`src/rtl/alil_pkg.sv`:
```
// ----------------------------------------------------------------------------
// Angle linear interpolator package
// Control flags that travel down the pipeline beside each word.
// ----------------------------------------------------------------------------
package alil_pkg;

	// Per-word control flags carried from stage to stage.
	typedef struct packed {
		logic valid;   // a word occupies this stage
		logic bypass;  // result is the carried angle as it stands
		logic neg;     // the offset is subtracted with floor rounding
	} alil_ctl_t;

endpackage

```
`src/rtl/alil_front.sv`:
```
// ----------------------------------------------------------------------------
// Angle linear interpolator front end
// Selects the angles, resolves special cases and the shorter arc, and forms
// the product of angle span and position offset over three stages.
// ----------------------------------------------------------------------------
module alil_front import alil_pkg::*; #(
	parameter int ANGLE_BITS    = 16,
	parameter int POSITION_BITS = 32
) (
	input  logic                                  clk,
	input  logic                                  arst_n,
	input  logic                                  take,
	input  logic                                  cmd,
	input  logic [POSITION_BITS-1:0]              query_position,
	input  logic [POSITION_BITS-1:0]              first_position,
	input  logic [ANGLE_BITS-1:0]                 first_inclination,
	input  logic [ANGLE_BITS-1:0]                 first_azimuth,
	input  logic [POSITION_BITS-1:0]              second_position,
	input  logic [ANGLE_BITS-1:0]                 second_inclination,
	input  logic [ANGLE_BITS-1:0]                 second_azimuth,
	output alil_ctl_t                             ctl,
	output logic [ANGLE_BITS-1:0]                 base,
	output logic [POSITION_BITS-1:0]              span,
	output logic [ANGLE_BITS+POSITION_BITS-1:0]   product
);

	localparam int A  = ANGLE_BITS;
	localparam int P  = POSITION_BITS;
	localparam int N  = A + P;
	localparam int PL = (P + 1) / 2;
	localparam int PH = P - PL;
	localparam logic [A-1:0] HALF = {1'b1, {(A-1){1'b0}}};

	logic [A-1:0] a1, a2, d_up, d_dn, dmag, bypass_val;
	logic         az_special, empty, dneg, tneg;
	logic [P-1:0] tmag;
	alil_ctl_t    ctl_d;

	alil_ctl_t    ctl_s1, ctl_s2, ctl_s3;
	logic [A-1:0] base_s1, base_s2, base_s3;
	logic [A-1:0] dmag_s1;
	logic [P-1:0] tmag_s1;
	logic [P-1:0] dp_s1, dp_s2, dp_s3;
	logic [A+PL-1:0] pp_lo_s2;
	logic [A+PH-1:0] pp_hi_s2;
	logic [N-1:0] prod_s3;

	// Angle selection, special cases and shorter-arc span.
	always_comb begin
		a1         = cmd ? first_azimuth : first_inclination;
		a2         = cmd ? second_azimuth : second_inclination;
		az_special = cmd && (first_inclination == '0);
		empty      = (second_position <= first_position);
		if (az_special) begin
			bypass_val = (second_inclination != '0) ? second_azimuth : '0;
		end else begin
			bypass_val = a2;
		end
		d_up = a2 - a1;
		d_dn = a1 - a2;
		if (a2 > a1) begin
			// Going up by more than half a turn means going down the other way.
			dneg = (d_up > HALF);
			dmag = (d_up > HALF) ? d_dn : d_up;
		end else begin
			dneg = (d_dn <= HALF) && (d_dn != '0);
			dmag = (d_dn > HALF) ? d_up : d_dn;
		end
		tneg = (first_position > query_position);
		tmag = tneg ? (first_position - query_position)
		            : (query_position - first_position);
		ctl_d.valid  = take;
		ctl_d.bypass = az_special || empty;
		ctl_d.neg    = dneg ^ tneg;
	end

	// Stage valid flags.
	always_ff @(posedge clk or negedge arst_n) begin
		if (!arst_n) begin
			ctl_s1 <= '0;
			ctl_s2 <= '0;
			ctl_s3 <= '0;
		end else begin
			ctl_s1 <= ctl_d;
			ctl_s2 <= ctl_s1;
			ctl_s3 <= ctl_s2;
		end
	end

	// Payload: operands, two partial products, then their sum.
	always_ff @(posedge clk) begin
		base_s1  <= (az_special || empty) ? bypass_val : a1;
		dmag_s1  <= dmag;
		tmag_s1  <= tmag;
		dp_s1    <= second_position - first_position;

		base_s2  <= base_s1;
		dp_s2    <= dp_s1;
		pp_lo_s2 <= (A+PL)'(dmag_s1) * (A+PL)'(tmag_s1[PL-1:0]);
		pp_hi_s2 <= (A+PH)'(dmag_s1) * (A+PH)'(tmag_s1[P-1:PL]);

		base_s3  <= base_s2;
		dp_s3    <= dp_s2;
		prod_s3  <= {pp_hi_s2, {PL{1'b0}}} + {{PH{1'b0}}, pp_lo_s2};
	end

	assign ctl     = ctl_s3;
	assign base    = base_s3;
	assign span    = dp_s3;
	assign product = prod_s3;

endmodule

```
`config.mk`:
```
export PLATFORM = sky130hd
export DESIGN_NAME = alil_front
export DESIGN_NICKNAME = d
export VERILOG_FILES = /design/src/rtl/alil_pkg.sv /design/src/rtl/alil_front.sv
export SDC_FILE = /design/constraint.sdc
export NUM_CORES = 2
export LEC_CHECK = 0
export ABC_CLOCK_PERIOD_IN_PS = 6900
export BUFFER_PORTS_ARGS = -buffer_cell sky130_fd_sc_hd__buf_2
export CAP_MARGIN = 25
export CORE_UTILIZATION = 32
export DETAILED_ROUTE_END_ITERATION = 10
export PLACE_DENSITY = 0.59
export SLEW_MARGIN = 20
export SYNTH_ARGS = -nofsm -noshare
export SYNTH_HDL_FRONTEND = slang
export SYNTH_SLANG_ARGS = --single-unit
```
`constraint.sdc`:
```
create_clock -name clk -period 6.9 [get_ports clk]
set_input_delay 1.38 -clock clk [delete_from_list [all_inputs] [get_ports clk]]
set_output_delay 1.38 -clock clk [all_outputs]
set_load 0.005 [all_outputs]
```
Word level (Yosys, flattened, before mapping)
Cells that the tools add are included.
{"block": "totals", "regBits": 313, "word_cells": 51}
{"block": "classes", "n_addsub": 6, "multipliers": 2, "order_cmp": 6, "mux": 10, "n_bitwise": 1, "n_reduce_logical": 6}
{"cell": "$mux 16", "count": 8}
{"cell": "$sub 32x32->32", "count": 3}
{"cell": "$mul 16x16->32", "count": 2}
{"cell": "$add 48x32->48", "count": 1}
{"cell": "$gt 16x16->1 const B", "count": 2}
{"cell": "$gt 32x32->1", "count": 1}
{"cell": "$le 32x32->1", "count": 1}
{"cell": "$mux 32", "count": 1}
{"cell": "$reduce_bool 16->1", "count": 2}
{"cell": "$sub 16x16->16", "count": 2}
{"cell": "$gt 16x16->1", "count": 1}
{"cell": "$le 16x16->1 const B", "count": 1}
{"cell": "$logic_not 16->1", "count": 1}
{"cell": "$logic_and 1x1->1", "count": 2}
{"cell": "$logic_or 1x1->1", "count": 1}
{"cell": "$mux 1", "count": 1}
{"cell": "$xor 1x1->1", "count": 1}

Longest topological paths before layout
{"block": "logic_depth", "depth_word": 6, "depth_mapped": 25, "mapped_depth_nobuf": 24}

Least setup slack after synthesis
Ideal clock, no wire load.
{"block": "synth_timing", "kind": "register to register", "from": "reg tmag_s1[17]", "to": "reg pp_hi_s2[30]", "setup_ns": 0.072, "t_arrival_ns": 6.084, "t_required_ns": 6.828, "path_slack_ns": 0.744, "path_stages_with_launch": 23, "n_path_buf": 1, "period_less_slack_ns": 6.156, "cell_sequence": "dfxtp_1 clkbuf_1 nand2_1 fa_1 fa_1 fa_1 fa_1 inv_1 fa_1 inv_1 fa_1 inv_1 ha_1 a211oi_1 o21ai_0 a21oi_1 a31oi_1 o41ai_1 o21ai_0 nor3_1 o21bai_1 a21oi_1 xnor2_1"}
{"block": "synth_via", "elab_chain_cells": 1}
{"item": "start, declared", "line": "alil_front.sv:42", "source": "logic [P-1:0] tmag_s1;"}
{"item": "start signal, assigned", "line": "alil_front.sv:94", "source": "tmag_s1 <= tmag;"}
{"item": "$mul 16x16->32", "line": "alil_front.sv:100", "source": "pp_hi_s2 <= (A+PH)'(dmag_s1) * (A+PH)'(tmag_s1[P-1:PL]);"}
{"item": "end signal, assigned", "line": "alil_front.sv:100"}
{"item": "end, declared", "line": "alil_front.sv:45", "source": "logic [A+PH-1:0] pp_hi_s2;"}
Every way passes these cells.

Worst setup path in the final report
{"block": "layout_timing", "from": "reg tmag_s1[1]", "to": "reg pp_lo_s2[30]"}
{"block": "layout_via", "elab_chain_cells": 1}
{"item": "$mul 16x16->32", "line": "alil_front.sv:99", "source": "pp_lo_s2 <= (A+PL)'(dmag_s1) * (A+PL)'(tmag_s1[PL-1:0]);"}
{"item": "end signal, assigned", "line": "alil_front.sv:99"}
{"item": "end, declared", "line": "alil_front.sv:44", "source": "logic [A+PL-1:0] pp_lo_s2;"}
Every way passes these cells.

==> metrics <==
Syn Nets=4,462; drt first-iter violations=1,252; crit share post-route=between 90% and 100%; Post-synth EDFFs=0; Top FF cell, synth=dfxtp_1; Post-Synth XOR/XNOR Area=~4.3%; GP Congestion=between 0.8 and 0.9; largest net degree at the start of global routing=33; count of clock tree sinks=~310; setup bufs post-CTS=0; Clock Pin Slew Worst Setup and Hold Paths=0.06 ns; status=complete, no violations; Die H=between 300 and 400 µm; worst path cell trace=nand2_1 > fa_1 > fa_1 > fa_1 > fa_1 > inv_1 > fa_1 > inv_1 > fa_1 > inv_1 > ha_1 > a21o_1 > a21o_1 > a21oi_1 > o21ai_0 > a2111oi_0 > buf_4 > o31ai_1 > a41oi_1 > o21bai_1 > xor2_1; Die W=roughly 320 µm; routed len/inst=16.6 µm; first-pass GRT wire length=around 140,000 µm; Clock Skew=a little under 0.02 ns; Avg Cell Area, Syn=9.01 µm²; sequential element share of the synthesized area=about a fifth; asr flop ratio synth=2.88%; mux contribution to synthesized area=about 2.2%; Max-slew headroom=between 40% and 50%; Port Buffer Count=262; share of the synthesized area in the top cell type=between 20% and 30%; vias post-DR=around 24,000; worst-path cell with the longest stage delay=dfxtp_1; die area=0.101 mm²; area growth from synthesis to layout=14.6%; setup_tns=0 ns; Post-Synthesis Cells=around 3,600; simple-gate portion of the synthesized area=around 15%; Filler cells=around 10,000; # nets final=around 4,700; Root Driver=clkbuf_16; CTS tree=yes; I/O pin total=approximately 260; Max Fanout on Critical Path=16; synthesized cell area=about 0.032 mm²; ANT nets after route=0; vias in the first global route=roughly 26,000; most numerous cell in the Yosys netlist=inv_1; H-tree levels=2; Yosys warnings=0; vias per cell=4.75; routed wire length=~85,000 µm; FF+latch count, synth=between 300 and 400; Crit path top cell by count=fa_1; kind of critical path=flop to flop; Max Clock Freq=around 0.15 GHz; antenna violations before repair=25; main combinational cell family by area after synthesis=adder cells; Max Buffers Root-to-Sink=3; Worst-Margin Slew=0.791 ns; Initial Util=32.4%; worst-skew pair later-pin latency=0.58 ns; post-synthesis compound-gate area fraction=approximately 11%; total gr overflow=0; Largest delay share family, worst path=adder cells; Placeable Area=~0.1 mm²; RSZ-0062 raised after global routing=no; CP max stage delay=0.70 ns; TritonRoute pass-1 iters=5; Yosys cell types=83; HP Class=flop to flop; Critical Path RT=roughly 7.4 ns; FP Rows=115; worst path arrival time=6.92 ns; layout cells sized above 1=approximately an eighth; Max Cap Viol=0; top cells by area, synth=fa_1 25%, dfxtp_1 19%, ha_1 14%; Worst setup SP type=flop; worst path buffer plus inverter count=4; Final Max Slew Viols=0; total CTS buffers=39; Cell Area, Placed=approximately 0.035 mm²; CP endpoint kind=flop; cell area after layout=around 0.037 mm²; HPWL Detailed=slightly below 70,000 µm; Global Route Usage Sum=17.1%; Final setup viols=0; DRC Markers=0; Fin. Hold Viols=0; Post-synth top cells=597 x inv_1, 394 x fa_1, 376 x nand2_1; Synth Area in Adders=between 30% and 40%; Period minus WS final=~6.5 ns; biggest area consumer among synthesized cells=fa_1
[worst paths after layout]
path,slack (ns),cells past startpoint,start,to
max,0.43,21,tmag_s1[1]$_DFF_P_,pp_lo_s2[30]$_DFF_P_
min,0.32,0,pp_lo_s2[3]$_DFF_P_,product[3]$_DFF_P_
max reg2reg,0.43,21,tmag_s1[1]$_DFF_P_,pp_lo_s2[30]$_DFF_P_
min reg2reg,0.32,0,pp_lo_s2[3]$_DFF_P_,product[3]$_DFF_P_
max in group asynchronous,6.07,1,arst_n,ctl_s2[0]$_DFF_PN0_
min in group asynchronous,0.65,1,arst_n,ctl[1]$_DFF_PN0_
[worst register-to-register path: stages, from the launching register on]
cell       delay [ns]
dfxtp_1          0.70
nand2_1          0.17
fa_1             0.53
fa_1             0.59
fa_1             0.48
fa_1             0.55
inv_1            0.05
fa_1             0.47
inv_1            0.05
fa_1             0.48
inv_1            0.04
ha_1             0.30
a21o_1           0.17
a21o_1           0.17
a21oi_1          0.12
o21ai_0          0.20
a2111oi_0        0.52
buf_4            0.20
o31ai_1          0.11
a41oi_1          0.24
o21bai_1         0.09
xor2_1           0.14
[placed cells by master, fill, tap and decap left out, types with 30 or more instances in the layout]
cell type  instances
and2_1           253
o21bai_1          48
inv_1            597
nor3_1            37
dfxtp_1          303
nand4_1           30
xor2_1            43
xnor2_1          114
clkbuf_16         40
nand2_1          376
a21o_1            68
ha_1             350
a21oi_1          175
nor2_1           108
o21ai_0           89
nand3_1           33
mux2i_1           63
fa_1             394
buf_4             78
buf_2            262
[logic make-up (layout without fill, tap and decap cells)]
kind of cell             count (synthesis)  in the layout
multiplexers                            69             69
adder cells (fa/ha/maj)                744            744
buffers and inverters                  738           1026
XOR/XNOR                               158            158
AO/OA/AOI/OAI                          559            559
flip-flops                             313            313
AND/OR/NAND/NOR                        973            973
other                                    0             10
[through the flow]
| stage | util, % | hold slack [ns] | cells | setup WS, ns |
|---|---|---|---|---|
| finish | 37.2 | 0.323 | 5139 | 0.433 |
| global route | 37.1 | 0.326 | 5137 | 0.0000409 |
| CTS | 37.1 | 0.321 | 5128 | 0.352 |
| detailed placement | 35.7 | 0.312 | 5056 | 0.384 |
| global placement | 35.7 | 0.310 | 5056 | 0.467 |
| floorplan | - | 0.310 | 3554 | 0.744 |
[cell type report]
cell class                 instances  area (µm²)  area share, %
antenna                           10        25.0         0.0682
clock buffer                      50        1080           2.94
clock inverter                    22         284          0.775
inverter                         598        2240           6.12
multi-input combinational       2503       22900           62.5
sequential                       313        6310           17.2
tap                             1287        1610           4.39
timing repair buffer             356        2200           6.00
[metal layers]
layer | wire length, µm | GRT usage (%) | share of wire (%) | vias to the layer above
met5 | 78 | 0 | 0.091 | -
met2 | 41000 | 29.5 | 48 | 541
met4 | 2110 | 4.67 | 2.5 | 14
met1 | 37700 | 21.8 | 44 | 11800
li1 | - | - | - | 11900
met3 | 4610 | 3.08 | 5.4 | 122
[state kept, by name, summed over array words and instances (netlist names)]
register,count
pp_lo_s2,32
dp_s1,32
base_s1,16
base_s2,16
base,16
pp_hi_s2,32
ctl,3
ctl_s1,3
span,32
dmag_s1,16
ctl_s2,3
dp_s2,32
product,48
tmag_s1,32
[repair_timing]
action	in CTS	in global routing
setup endpoints to repair	0	1
gates resized for setup	0	2
hold buffers	0	0
Power is not shown: default switching activity piles up to over one toggle a cycle in this logic, so the estimate is an artifact.
