## src/rtl/alil_pkg.sv

```systemverilog
// ----------------------------------------------------------------------------
// Angle linear interpolator package
// Control flags that travel down the pipeline beside each word.
// ----------------------------------------------------------------------------
package alil_pkg;

	// Per-word control flags carried from stage to stage.
	typedef struct packed {
		logic valid;   // a word occupies this stage
		logic bypass;  // result is the carried angle as it stands
		logic neg;     // the offset is subtracted with floor rounding
	} alil_ctl_t;

endpackage

```

## src/rtl/alil_div_cell.sv

```systemverilog
// ----------------------------------------------------------------------------
// Angle linear interpolator divider cell
// One restoring division step: brings in one dividend bit, subtracts the
// divisor when it fits, and hands everything to the next cell.
// ----------------------------------------------------------------------------
module alil_div_cell import alil_pkg::*; #(
	parameter int ANGLE_BITS    = 16,
	parameter int POSITION_BITS = 32
) (
	input  logic                                  clk,
	input  logic                                  arst_n,
	input  alil_ctl_t                             ctl_in,
	input  logic [ANGLE_BITS-1:0]                 base_in,
	input  logic [POSITION_BITS-1:0]              dp_in,
	input  logic [POSITION_BITS-1:0]              rem_in,
	input  logic [ANGLE_BITS+POSITION_BITS-1:0]   dvd_in,
	input  logic [ANGLE_BITS-1:0]                 quo_in,
	output alil_ctl_t                             ctl_out,
	output logic [ANGLE_BITS-1:0]                 base_out,
	output logic [POSITION_BITS-1:0]              dp_out,
	output logic [POSITION_BITS-1:0]              rem_out,
	output logic [ANGLE_BITS+POSITION_BITS-1:0]   dvd_out,
	output logic [ANGLE_BITS-1:0]                 quo_out
);

	localparam int A = ANGLE_BITS;
	localparam int P = POSITION_BITS;
	localparam int N = A + P;

	logic [P:0]   trial, diff;
	logic         fits;
	alil_ctl_t    ctl_q;
	logic [A-1:0] base_q, quo_q;
	logic [P-1:0] dp_q, rem_q;
	logic [N-1:0] dvd_q;

	// Trial subtraction of the divisor from the shifted remainder.
	always_comb begin
		trial = {rem_in, dvd_in[N-1]};
		diff  = trial - {1'b0, dp_in};
		fits  = (trial >= {1'b0, dp_in});
	end

	always_ff @(posedge clk or negedge arst_n) begin
		if (!arst_n) begin
			ctl_q <= '0;
		end else begin
			ctl_q <= ctl_in;
		end
	end

	// Only the low quotient bits are kept; the result wraps to one turn.
	always_ff @(posedge clk) begin
		base_q <= base_in;
		dp_q   <= dp_in;
		rem_q  <= fits ? diff[P-1:0] : trial[P-1:0];
		dvd_q  <= {dvd_in[N-2:0], 1'b0};
		quo_q  <= {quo_in[A-2:0], fits};
	end

	assign ctl_out  = ctl_q;
	assign base_out = base_q;
	assign dp_out   = dp_q;
	assign rem_out  = rem_q;
	assign dvd_out  = dvd_q;
	assign quo_out  = quo_q;

endmodule

```

## config.mk

```make
export PLATFORM = sky130hd
export DESIGN_NAME = alil_div_cell
export DESIGN_NICKNAME = d
export VERILOG_FILES = /design/src/rtl/alil_pkg.sv /design/src/rtl/alil_div_cell.sv
export SDC_FILE = /design/constraint.sdc
export NUM_CORES = 1
export LEC_CHECK = 0
export ABC_AREA = 1
export BUFFER_PORTS_ARGS = -buffer_cell sky130_fd_sc_hd__buf_4
export CORE_ASPECT_RATIO = 0.5
export CORE_MARGIN = 2
export CORE_UTILIZATION = 30
export DETAILED_ROUTE_END_ITERATION = 10
export RECOVER_POWER = 100
export SLEW_MARGIN = 20
export SYNTH_ARGS = -nofsm -noshare
export SYNTH_HDL_FRONTEND = slang
export SYNTH_SLANG_ARGS = --single-unit
```

## constraint.sdc

```tcl
create_clock -name clk -period 0.8 [get_ports clk]
set_input_delay 0.04 -clock clk [delete_from_list [all_inputs] [get_ports clk]]
set_output_delay 0.04 -clock clk [all_outputs]
set_load 0.05 [all_outputs]
```

==> Word-level counts from Yosys, hierarchy flattened <==
Index checks and enable logic that the tools add are counted.
{ "classes": {"addsub": 1, "mul": 0, "div_mod_pow": 0, "order_cmp": 1, "eq_ne": 0, "shifts": 0, "n_mux": 1, "n_bitwise": 0, "reduce_logical": 0} }
{ "ops": {"columns": ["operator", "n"], "rows": [
  ["33-bit by 32-bit >= comparator with 1-bit output", 1],
  ["32-bit two-way mux", 1],
  ["32-bit subtractor", 1]
]} }
{ "totals": {"reg_bits": 146, "latchBits": 0, "ramBits": 0, "rom_bits": 0, "out_inout_bits": 147, "wordCells": 11, "memories": 0} }

==> Longest topological paths before layout <==
Gate-level depths: netlist of run 1.
{ "logic_depth": {"depth_word": 2, "depth_mapped": 16} }

==> Worst setup path after synthesis of run 1 <==
No wires, ideal clock.
{ "synth_path": {"path_type": "input-to-reg", "start": "input port dvd_in[47]", "end": "register rem_q[16], in the netlist rem_out[16]", "setup_time_ns": 0.112, "arrival_time_ns": 1.383, "t_required_ns": 0.688, "setup_slack_ns": -0.695, "cell_stages": 13, "cell_sequence": "inv_1 > ha_1 > fa_1 > inv_1 > nand3_1 > nand3_1 > nand2_1 > nand3_1 > nand3_1 > nand2_1 > nand2_1 > nand3_2 > nand2_1"} }
{ "synth_via": {"elab_chain_len": 2, "word_cells_on_any_way": 3} }
{ "synth_lines": {"columns": ["item", "line_no", "source"], "rows": [
  ["start: declaration", "alil_div_cell.sv:16", "input logic [ANGLE_BITS+POSITION_BITS-1:0] dvd_in,"],
  ["32-bit subtractor or 33-bit by 32-bit >= comparator with 1-bit output (tied branches)", "alil_div_cell.sv:40, alil_div_cell.sv:41", null],
  ["32-bit two-way mux *", "alil_div_cell.sv:56", "rem_q <= fits ? diff[P-1:0] : trial[P-1:0];"],
  ["end signal: assignment", "alil_div_cell.sv:56", null],
  ["end: declaration", "alil_div_cell.sv:34", "logic [P-1:0] dp_q, rem_q;"]
]} }
Mark *: on every way between the ends. The rest lies on a longest branch, timed or not.

==> Final worst setup path of run 1 <==
{ "layout_path": {"start": "input port dp_in[31]", "end": "register rem_q[30], in the netlist rem_out[30]"} }
{ "layout_via": {"elab_chain_len": 2} }
{ "layout_lines": {"columns": ["item", "line_no", "source"], "rows": [
  ["start: declaration", "alil_div_cell.sv:14", "input logic [POSITION_BITS-1:0] dp_in,"],
  ["33-bit by 32-bit >= comparator with 1-bit output", "alil_div_cell.sv:41", "fits = (trial >= {1'b0, dp_in});"],
  ["32-bit two-way mux", "alil_div_cell.sv:56", null]
]} }
Every way passes these cells.

==> results of run 1 <==
worst min-delay path by stage:
stage | start | end | slack [ns] | cells past startpoint
global route | rem_in[9] | rem_out[10]$_DFF_P_ | 0.07 | 5
detailed placement | arst_n | ctl_out[0]$_DFF_PN0_ | -0.17 | 1
CTS | rem_in[12] | rem_out[13]$_DFF_P_ | -0.15 | 3
finish | rem_in[9] | rem_out[10]$_DFF_P_ | 0.04 | 5
floorplan | arst_n | ctl_out[0]$_DFF_PN0_ | -0.26 | 0
global placement | arst_n | ctl_out[0]$_DFF_PN0_ | -0.17 | 1
layer usage:
| metal | vias up | GRT usage |
|---|---|---|
| met5 | - | 0 |
| met4 | 0 | 0.0444 |
| met3 | 23 | 0.0558 |
| met2 | 178 | 0.427 |
| met1 | 3268 | 0.300 |
| li1 | 3543 | - |
cells by family (layout without fill, tap and decap cells):
group	after synthesis	in the layout
compound gates	24	24
simple gates	419	419
buf+inv	163	744
other cells	1	2
flops	146	146
xor+xnor	14	14
fa+ha+maj	33	33
sequential cells by signal, indices dropped and copies added, names as in the netlist:
register / count
base_out: 16
rem_out: 32
quo_out: 16
dp_out: 32
ctl_out: 3
dvd_out: 47
metrics by stage:
stage	TNS, ns	hold slack [ns]
finish	-35.71	0.0396
global route	-42.02	0.0728
CTS	-36.85	-0.149
detailed placement	-32.34	-0.170
global placement	-31.05	-0.171
floorplan	-19.47	-0.256
report_power, final:
group          total [mW]  switching, mW  internal [mW]
clock                8.37           3.46           4.92
sequential           8.46          0.416           8.04
combinational        9.80           5.25           4.55
total                26.6           9.12           17.5
layout make-up:
type                    instances  area, um2  share of cell area
repair buffers                560       5790               0.411
clock inverters                12        141              0.0100
inverters                     152        598              0.0424
well taps                     266        333              0.0236
clock buffers                  20        468              0.0332
diodes                          1       2.50            0.000177
flip-flops and latches        146       3120               0.221
multi-input cells             491       3650               0.259
cells in the final DEF (no fill, tap or decap), drive strengths merged:
master       count
bufinv           2
dlygate4sd3    148
xnor2            1
buf            411
inv            157
diode            1
conb             1
nand3           68
clkinv           3
a21oi           21
nand3b          10
or2              1
ha              32
xor2            13
nand4            2
clkinvlp         2
fa               1
nor2            40
and2             8
dfxtp          143
o21bai           1
dfrtp            3
clkbuf          21
o21ai            2
nand2          282
nor3             8
what timing repair did:
action / CTS / global route
setup endpoints to repair: 179 / 179
pin swaps: 76 / 18
gates cloned: 2 / 0
resized for setup: 607 / 81
endpoints found under the hold margin: 148 / 1
buffers inserted: 31 / 5
hold buffers: 147 / 1
critical path, cell delays in order:
cell,delay (ns)
sky130_fd_sc_hd__buf_8,0.10
sky130_fd_sc_hd__inv_4,0.05
sky130_fd_sc_hd__ha_4,0.21
sky130_fd_sc_hd__buf_6,0.12
sky130_fd_sc_hd__buf_4,0.14
sky130_fd_sc_hd__a21oi_4,0.14
sky130_fd_sc_hd__nand3_2,0.11
sky130_fd_sc_hd__nor2_4,0.21
sky130_fd_sc_hd__nand2_8,0.11
sky130_fd_sc_hd__buf_12,0.15
sky130_fd_sc_hd__buf_12,0.12
sky130_fd_sc_hd__nand3_2,0.06
sky130_fd_sc_hd__nand2_2,0.05
==> impl_metrics.ini, run 1 <==
[sta]
min_period_ns = 1.29
report.final.slew_viol_count = 0
timing_hold_violations_final = 0
final.period_utilization = 1.61
finalWorstSetupSlack_ns = -0.491
setup_viol_count_final = 179
grt_setup_unrepaired = yes
max_freq_mhz = 774

[logic_synthesis]
synthesis.instances = 800
synth-edff-count = 0
post_synth_num_cell_types = 32
async_reset_ff_frac = 0.0205
post_synth_instance_area_um2 = 6140
syn_area_per_cell_um2 = 7.68
ys_seq_elements = 146
synth_xor_area_frac = 0.0200
post_synth_and_or_nand_nor_area_fraction = 0.305
synth_fp_nets = 982
synthFlopType = sky130_fd_sc_hd__dfxtp_1
complex_gate_fraction_of_the_synthesized_area = 0.0200
yosys.cell_count.top_type = sky130_fd_sc_hd__nand2_1
largest_family_of_logic_cells_by_synthesized_area = simple AND/OR/NAND/NOR gates
synth-seq-area-share = 0.478
synth-warning-count = 0
yosysTopAreaCellShare = 0.466
yosysTopAreaCell = sky130_fd_sc_hd__dfxtp_1
synth.top_cells.by_area = sky130_fd_sc_hd__dfxtp_1, sky130_fd_sc_hd__nand2_1, sky130_fd_sc_hd__inv_1, sky130_fd_sc_hd__ha_1, sky130_fd_sc_hd__nand3_1
post_synth_mux_area_share = 0
synth_adder_area_share = 0.0684
synth.cells.most_frequent = sky130_fd_sc_hd__nand2_1, sky130_fd_sc_hd__inv_1, sky130_fd_sc_hd__dfxtp_1, sky130_fd_sc_hd__nand3_1, sky130_fd_sc_hd__nor2_1

[route]
wl_met1_mm = 11.4
ant_nets_after_route = 0
wl_per_cell_um = 16.1
route.detailed.drc = 0
highest_signal_layer_in_the_routed_design = met4
postRouteWirelength_mm = 26.6
routed_length_on_met3_mm = 1.44
iteration_count_of_the_initial_detailed_routing_pass = 5
drt_iter0_drc = 377
met2RoutedLength_mm = 13.4
routed_via_density = 4.25
vias_after_detailed_routing = 7012

[critical_path]
timing.critical_path.to_type = register
cp-endpoint = rem_out[30]$_DFF_P_
worst-setup-path-type = in -> reg
cp_data_arrival_time_ns = 1.62
cp_max_fo = 6
crit_path_start = dp_in[31]
setup.worst_path.start_class = primary input
worst_ep_required_time_ns = 1.13

[grt]
grt_first_pass_wirelength_mm = 39.7
grt.overflow.total = 0
via_count_of_the_first_global_routing_pass = 7490
grt_max_degree = 18
grt_antenna_before_repair = 1
grtUsageTotal = 0.241

[pwr]
cell_area_power_density_nw_per_um2 = 1890
total_power_mw = 26.6
power.ir.vdd_worst_v = 0.00138
p_leak_nw = 6.91

[status]
failed_checks = setup timing
result_of_the_run = complete, but fails checks

[placement]
io_buffer_count = 293
hpwl_mm = 17.1
placer_congestion_estimate = 0.916
pre_cts_ws_ns = -1.11
dpl-instance-area_um2 = 9740
dpl.cell_count = 1434

[finish]
area_growth_syn_to_layout_pct = 130
nFillCells = 1407
layoutNonFillerInstCount = 1648
fin_area_um2 = 14100
post_route_cells_drive_above_1_share = 0.615
finalCoreUtilization = 0.713
nNetsFinal = 1550

[die]
fp-row-count = 36
fp.dieArea_um2 = 21700
floorplan.initialDensity = 0.311
die_height_um = 105
dieWidth_um = 206
floorplan.io_pins = 296
design.core.area_um2 = 19800

[clock_network]
cts_tree = yes
htree_num_levels = 4
clock_tree.buffer_depth = 2
clock_tree.root_cell = sky130_fd_sc_hd__clkbuf_16
cts_buf_count = 17
cts.sink_count = 146
worst_setup_hold_path_clk_slew_ns = 0.06

[flow_run]
timing.max_cap.violations = 0

[min_path]
hold_crit_class = in -> reg
(Power assumes the default switching activity.)
==> run 2: changes to the inputs <==
- CORE_UTILIZATION: 30 -> 25
==> run 2 against run 1 <==
Critical endpoint is now rem_out[13]$_DFF_P_. Die area is 19% higher. Sequential power is essentially flat. Via count up 1.6%. Count of clock-buffer cells in the layout increased by 1. The run still ends with setup timing left. First-iteration DRC count is 8.0% lower. Sequential share of layout area decreased by 0.18 points. Clock power fell by 5.4%. Largest cell class unchanged. Sequential cell count unchanged. Hold slack improved by 0.0067 ns.
==> impl_metrics.ini, run 2 (synthesis results as in run 1) <==
[status]
result_of_the_run = complete, but fails checks
failed_checks = setup timing

[pwr]
cell_area_power_density_nw_per_um2 = 1840
switching_share = 0.344
power_switching_mw = 9.01
pwr-share-comb = 0.376
clock_power_share = 0.302
power.sequential.fraction = 0.323
power.ir.vdd_worst_v = 0.00124
internal_power_mw = 17.2
p_leak_nw = 6.90

[sta]
finalWorstSetupSlack_ns = -0.430
timing_hold_violations_final = 0
setup_viol_count_final = 179
max_freq_mhz = 813
min_period_ns = 1.23
report.final.slew_viol_count = 0
totalNegativeSetupSlack_ns = -35.18
final.period_utilization = 1.54
grt_setup_unrepaired = yes

[die]
dieWidth_um = 226
fp.dieArea_um2 = 25900
design.core.area_um2 = 24100
floorplan.io_pins = 296
die_height_um = 115
floorplan.initialDensity = 0.255
fp-row-count = 40

[critical_path]
cp_data_arrival_time_ns = 1.55
cp_max_fo = 7
setup.worst_path.start_class = primary input
worst_ep_required_time_ns = 1.12
worst-setup-path-type = in -> reg
timing.critical_path.to_type = register

[finish]
fin_area_um2 = 14200
nFillCells = 1910
layout.cells.most_common_list = sky130_fd_sc_hd__buf_4, sky130_fd_sc_hd__nand2_1, sky130_fd_sc_hd__dlygate4sd3_1, sky130_fd_sc_hd__dfxtp_2, sky130_fd_sc_hd__buf_8
post_route_cells_drive_above_1_share = 0.619
nNetsFinal = 1546
area_growth_syn_to_layout_pct = 132
num_antenna_cells = 0
layoutNonFillerInstCount = 1713
largest_register_ffs = 47
finalCoreUtilization = 0.591
final_common_cell = sky130_fd_sc_hd__buf_4

[route]
drt_iter0_drc = 347
route.detailed.drc = 0
wl_per_cell_um = 15.3
iteration_count_of_the_initial_detailed_routing_pass = 6
ant_nets_after_route = 0
postRouteWirelength_mm = 26.2
vias_after_detailed_routing = 7125
routed_via_density = 4.16

[min_path]
hold_crit_class = in -> reg

[clock_network]
clock_tree.root_cell = sky130_fd_sc_hd__clkbuf_16
worst_setup_hold_path_clk_slew_ns = 0.06
htree_num_levels = 4
cts_tree = yes
cts_buf_count = 17
clock_tree.buffer_depth = 2
cts.sink_count = 146

[grt]
grtUsageTotal = 0.197
grt.overflow.total = 0
grt_max_degree = 31
via_count_of_the_first_global_routing_pass = 7359
grt_antenna_before_repair = 0
grt_first_pass_wirelength_mm = 38.9

[placement]
dpl-instance-area_um2 = 9820
hpwl_mm = 17.2
dpl.cell_count = 1504
placer_congestion_estimate = 0.874
io_buffer_count = 293

[flow_run]
timing.max_cap.violations = 0
==> run 2: cell types whose count changed in the layout (fill, tap and decap cells not counted), sizes merged <==
cell / delta
buf: -31
clkbuf: +28
diode: -1
inv: -1
==> run 2: per-stage QoR <==
| step | worst slack, ns | power, mW | hold WS, ns |
|---|---|---|---|
| floorplan | -0.604 | 12.6 | -0.256 |
| global placement | -1.09 | 15.5 | -0.165 |
| detailed placement | -1.10 | 15.5 | -0.162 |
| CTS | -0.339 | 25.6 | -0.319 |
| global route | -0.478 | 27.3 | 0.0623 |
| finish | -0.430 | 26.2 | 0.0463 |
==> run 2: power by group through the flow <==
stage          sequential (mW)  clock [mW]  combinational, mW
4_1_cts                   8.42        8.08               9.12
3_5_place_dp              8.26           0               7.24
6_report                  8.46        7.92               9.85
3_3_place_gp              8.26           0               7.20
5_1_grt                   8.50        8.43               10.4
2_1_floorplan             10.5           0               2.17
==> run 2: layout make-up <==
type	instances	area, um2	area share
clock inverter	11	129	0.00906
tap	336	420	0.0295
timing repair buffer	556	5750	0.404
sequential	146	3120	0.219
multi-input combinational	491	3750	0.264
clock buffer	21	440	0.0310
inverter	152	616	0.0433
==> run 2: what timing repair did <==
item | CTS | global route
buffers inserted | 14 | 13
endpoints found under the hold margin | 148 | 2
resized for setup | 558 | 152
gates cloned | 1 | 2
endpoints found under the setup margin | 179 | 179
pin swaps | 41 | 56
hold buffers | 146 | 2
==> run 2: worst max-delay path, stage by stage <==
cell and delay [ns]:
sky130_fd_sc_hd__buf_4 0.12, sky130_fd_sc_hd__ha_4 0.26, sky130_fd_sc_hd__nand2_1 0.06, sky130_fd_sc_hd__nand2_1 0.07, sky130_fd_sc_hd__nand2_2 0.10, sky130_fd_sc_hd__nand2_2 0.07
sky130_fd_sc_hd__nand2_2 0.06, sky130_fd_sc_hd__nand3_2 0.09, sky130_fd_sc_hd__nand2_2 0.09, sky130_fd_sc_hd__nand2_4 0.06, sky130_fd_sc_hd__nand2_4 0.10, sky130_fd_sc_hd__nand2_8 0.12
sky130_fd_sc_hd__clkbuf_16 0.20, sky130_fd_sc_hd__nand2_2 0.06, sky130_fd_sc_hd__nand2_1 0.05
==> run 2: final timing paths <==
path                       startpoint                    to  slack, ns  cells past startpoint
max in group asynchronous      arst_n  ctl_out[1]$_DFF_PN0_       0.10                      3
max                         rem_in[1]   rem_out[13]$_DFF_P_      -0.43                     15
min                        rem_in[24]   rem_out[25]$_DFF_P_       0.05                      5
min in group asynchronous      arst_n  ctl_out[0]$_DFF_PN0_       0.53                      3
==> run 2: routing by layer <==
metal / track usage / vias up / wire length, um
li1: - / 3542 / -
met4: 0.0698 / 0 / 604
met3: 0.0496 / 38 / 1320
met2: 0.349 / 196 / 13300
met1: 0.234 / 3349 / 11000
met5: 0 / - / 0
==> run 3: changes to the inputs <==
--- a/config.mk
+++ b/config.mk
@@ -7,3 +7,2 @@
 export LEC_CHECK = 0
-export ABC_AREA = 1
 export BUFFER_PORTS_ARGS = -buffer_cell sky130_fd_sc_hd__buf_4
--- a/constraint.sdc
+++ b/constraint.sdc
@@ -3,2 +3,2 @@
 set_output_delay 0.04 -clock clk [all_outputs]
-set_load 0.05 [all_outputs]
+set_load 0.02 [all_outputs]
==> run 3 against run 2 <==
Sequential power about the same. Utilization down 1.3 points. Hold slack worse by 0.30 ns. The run ends with hold timing, setup timing left.
==> impl_metrics.ini, run 3 <==
[status]
result_of_the_run = complete, but fails checks
failed_checks = hold timing, setup timing

[die]
floorplan.initialDensity = 0.256
floorplan.io_pins = 296
dieWidth_um = 209
fp.dieArea_um2 = 22400
die_height_um = 107
design.core.area_um2 = 20600
fp-row-count = 37

[clock_network]
cts.sink_count = 146
clock_tree.root_cell = sky130_fd_sc_hd__clkbuf_16
cts_hold_buf = 146
clock_tree.buffer_depth = 2
worst_setup_hold_path_clk_slew_ns = 0.06
cts_tree = yes
htree_num_levels = 4
cts_buf_count = 17

[placement]
io_buffer_count = 293
dpl-instance-area_um2 = 8540
placer_congestion_estimate = 0.830
pre_cts_ws_ns = -1.71
hpwl_mm = 13.5
dpl.cell_count = 1152

[critical_path]
critical_path_cell_count = 11
cpLargestDelayFamily = compound AO/OA/AOI/OAI gates
cp_data_arrival_time_ns = 2.27
cp_max_fo = 7
setup.worst_path.start_class = primary input
crit_path_cell_trace = buf_8 -> ha_4 -> a21o_1 -> o21a_1 -> a311oi_2 -> o21ai_1 -> or3b_4 -> o21a_4 -> buf_6 -> buf_16 -> mux2i_2
timing.critical_path.to_type = register
worst-path-buf-inv = 3
worst-setup-path-type = in -> reg
slowest_stage = sky130_fd_sc_hd__or3b_4
slowest_delay_ns = 0.39
worst_ep_required_time_ns = 1.10

[finish]
finalCoreUtilization = 0.578
fin_area_um2 = 11900
area_growth_syn_to_layout_pct = 126
nNetsFinal = 1235
layout.cells.most_common_list = sky130_fd_sc_hd__buf_6, sky130_fd_sc_hd__dlygate4sd3_1, sky130_fd_sc_hd__dfxtp_2, sky130_fd_sc_hd__buf_4, sky130_fd_sc_hd__clkbuf_4
num_antenna_cells = 0
post_route_cells_drive_above_1_share = 0.622
final_common_cell = sky130_fd_sc_hd__buf_6
layoutNonFillerInstCount = 1339
largest_register_ffs = 47

[logic_synthesis]
synthFlopType = sky130_fd_sc_hd__dfxtp_1
synthesis.instances = 507
post_synth_instance_area_um2 = 5280
synth.top_cells.by_area = sky130_fd_sc_hd__dfxtp_1, sky130_fd_sc_hd__ha_1, sky130_fd_sc_hd__a21oi_1, sky130_fd_sc_hd__inv_1, sky130_fd_sc_hd__xnor2_1
syn_area_per_cell_um2 = 10.4
async_reset_ff_frac = 0.0205
synth_fp_nets = 689
yosys.cell_count.top_type = sky130_fd_sc_hd__dfxtp_1
yosysTopAreaCellShare = 0.543
synth-edff-count = 0
synth.cells.most_frequent = sky130_fd_sc_hd__dfxtp_1, sky130_fd_sc_hd__a21oi_1, sky130_fd_sc_hd__inv_1, sky130_fd_sc_hd__nor2_1, sky130_fd_sc_hd__ha_1
synth-seq-area-share = 0.557
yosysTopAreaCell = sky130_fd_sc_hd__dfxtp_1
synth-warning-count = 0
post_synth_num_cell_types = 51
ys_seq_elements = 146

[min_path]
hold_path.startpoint = dp_in[1]
min_delay_worst_endpoint = dp_out[1]$_DFF_P_
min_delay_path_depth = 1
hold_crit_class = in -> reg

[grt]
grt.overflow.total = 0
grtUsageTotal = 0.186
grt_first_pass_wirelength_mm = 32.1
via_count_of_the_first_global_routing_pass = 6105
grt_max_degree = 17
grt_antenna_before_repair = 1

[sta]
finalWorstSetupSlack_ns = -1.17
report.final.slew_viol_count = 0
totalNegativeSetupSlack_ns = -52.60
grt_setup_unrepaired = yes
worst_hold_slack_ns = -0.257
final.period_utilization = 2.46
timing_hold_violations_final = 2
max_freq_mhz = 509
setup_viol_count_final = 179
min_period_ns = 1.97

[pwr]
total_power_mw = 23.5
p_leak_nw = 5.38
cell_area_power_density_nw_per_um2 = 1980
power.ir.vdd_worst_v = 0.00137

[route]
drt_iter0_drc = 194
vias_after_detailed_routing = 5712
ant_nets_after_route = 0
iteration_count_of_the_initial_detailed_routing_pass = 4
postRouteWirelength_mm = 21.3
wl_per_cell_um = 15.9
routed_via_density = 4.27
route.detailed.drc = 0

[flow_run]
timing.max_cap.violations = 0
-- run 3: cell types whose count changed after synthesis, sizes merged, moves of 7 or more --
cell | before | now
a21oi | 21 | 55
o31ai | 0 | 7
inv | 152 | 46
nand3b | 10 | 1
xnor2 | 1 | 16
mux2 | 0 | 8
o21ai | 2 | 21
nand2 | 282 | 24
a21o | 0 | 8
nand2b | 0 | 7
nand3 | 68 | 8
-- run 3: how the worst max path moves through the flow --
stage                           from             endpoint  slack [ns]
after floorplan           rem_in[22]  rem_out[14]$_DFF_P_       -1.37
after global placement      dp_in[2]  rem_out[23]$_DFF_P_       -1.72
after detailed placement    dp_in[0]  rem_out[24]$_DFF_P_       -1.71
after CTS                 rem_in[22]  rem_out[20]$_DFF_P_       -1.12
after global routing        dp_in[4]  rem_out[21]$_DFF_P_       -1.26
final                     rem_in[22]  rem_out[27]$_DFF_P_       -1.17
-- run 3: metal layers --
layer / track usage / vias to the layer above / wire (um)
li1: - / 2826 / -
met1: 0.203 / 2706 / 8470
met5: 0 / - / 0
met4: 0.0724 / 0 / 412
met2: 0.349 / 145 / 11400
met3: 0.0457 / 35 / 1000
-- run 3: kinds of logic after synthesis --
family / share of synthesized area
DFF: 0.557
AOI/OAI and AO/OA: 0.139
and+or+nand+nor: 0.0991
buffers and inverters: 0.0553
adders and majority gates: 0.0797
xor gates and xnor gates: 0.0432
muxes: 0.0266
other: 0.000711
-- run 3: final cells by class --
type	count	area, um2
Clock inverter	14	141
Tap cell	273	342
Inverter	46	180
Fill cell	1619	8680
Clock buffer	18	439
Timing Repair Buffer	545	5120
Sequential cell	146	3120
Multi-Input combinational cell	297	2570
-- run 3: power by group --
| part | leakage (nW) | internal (mW) | switching (mW) |
|---|---|---|---|
| clock | 0.284 | 4.46 | 3.45 |
| sequential | 1.24 | 8.10 | 0.344 |
| combinational | 3.86 | 3.97 | 3.23 |
| total | 5.38 | 16.5 | 7.02 |
-- run 3: repair_timing --
item,in CTS,in global routing
setup buffers,4,2
gates cloned,2,1
hold endpoints to repair,148,2
pin swaps,9,15
setup endpoints to repair,179,179
gates resized for setup,333,78
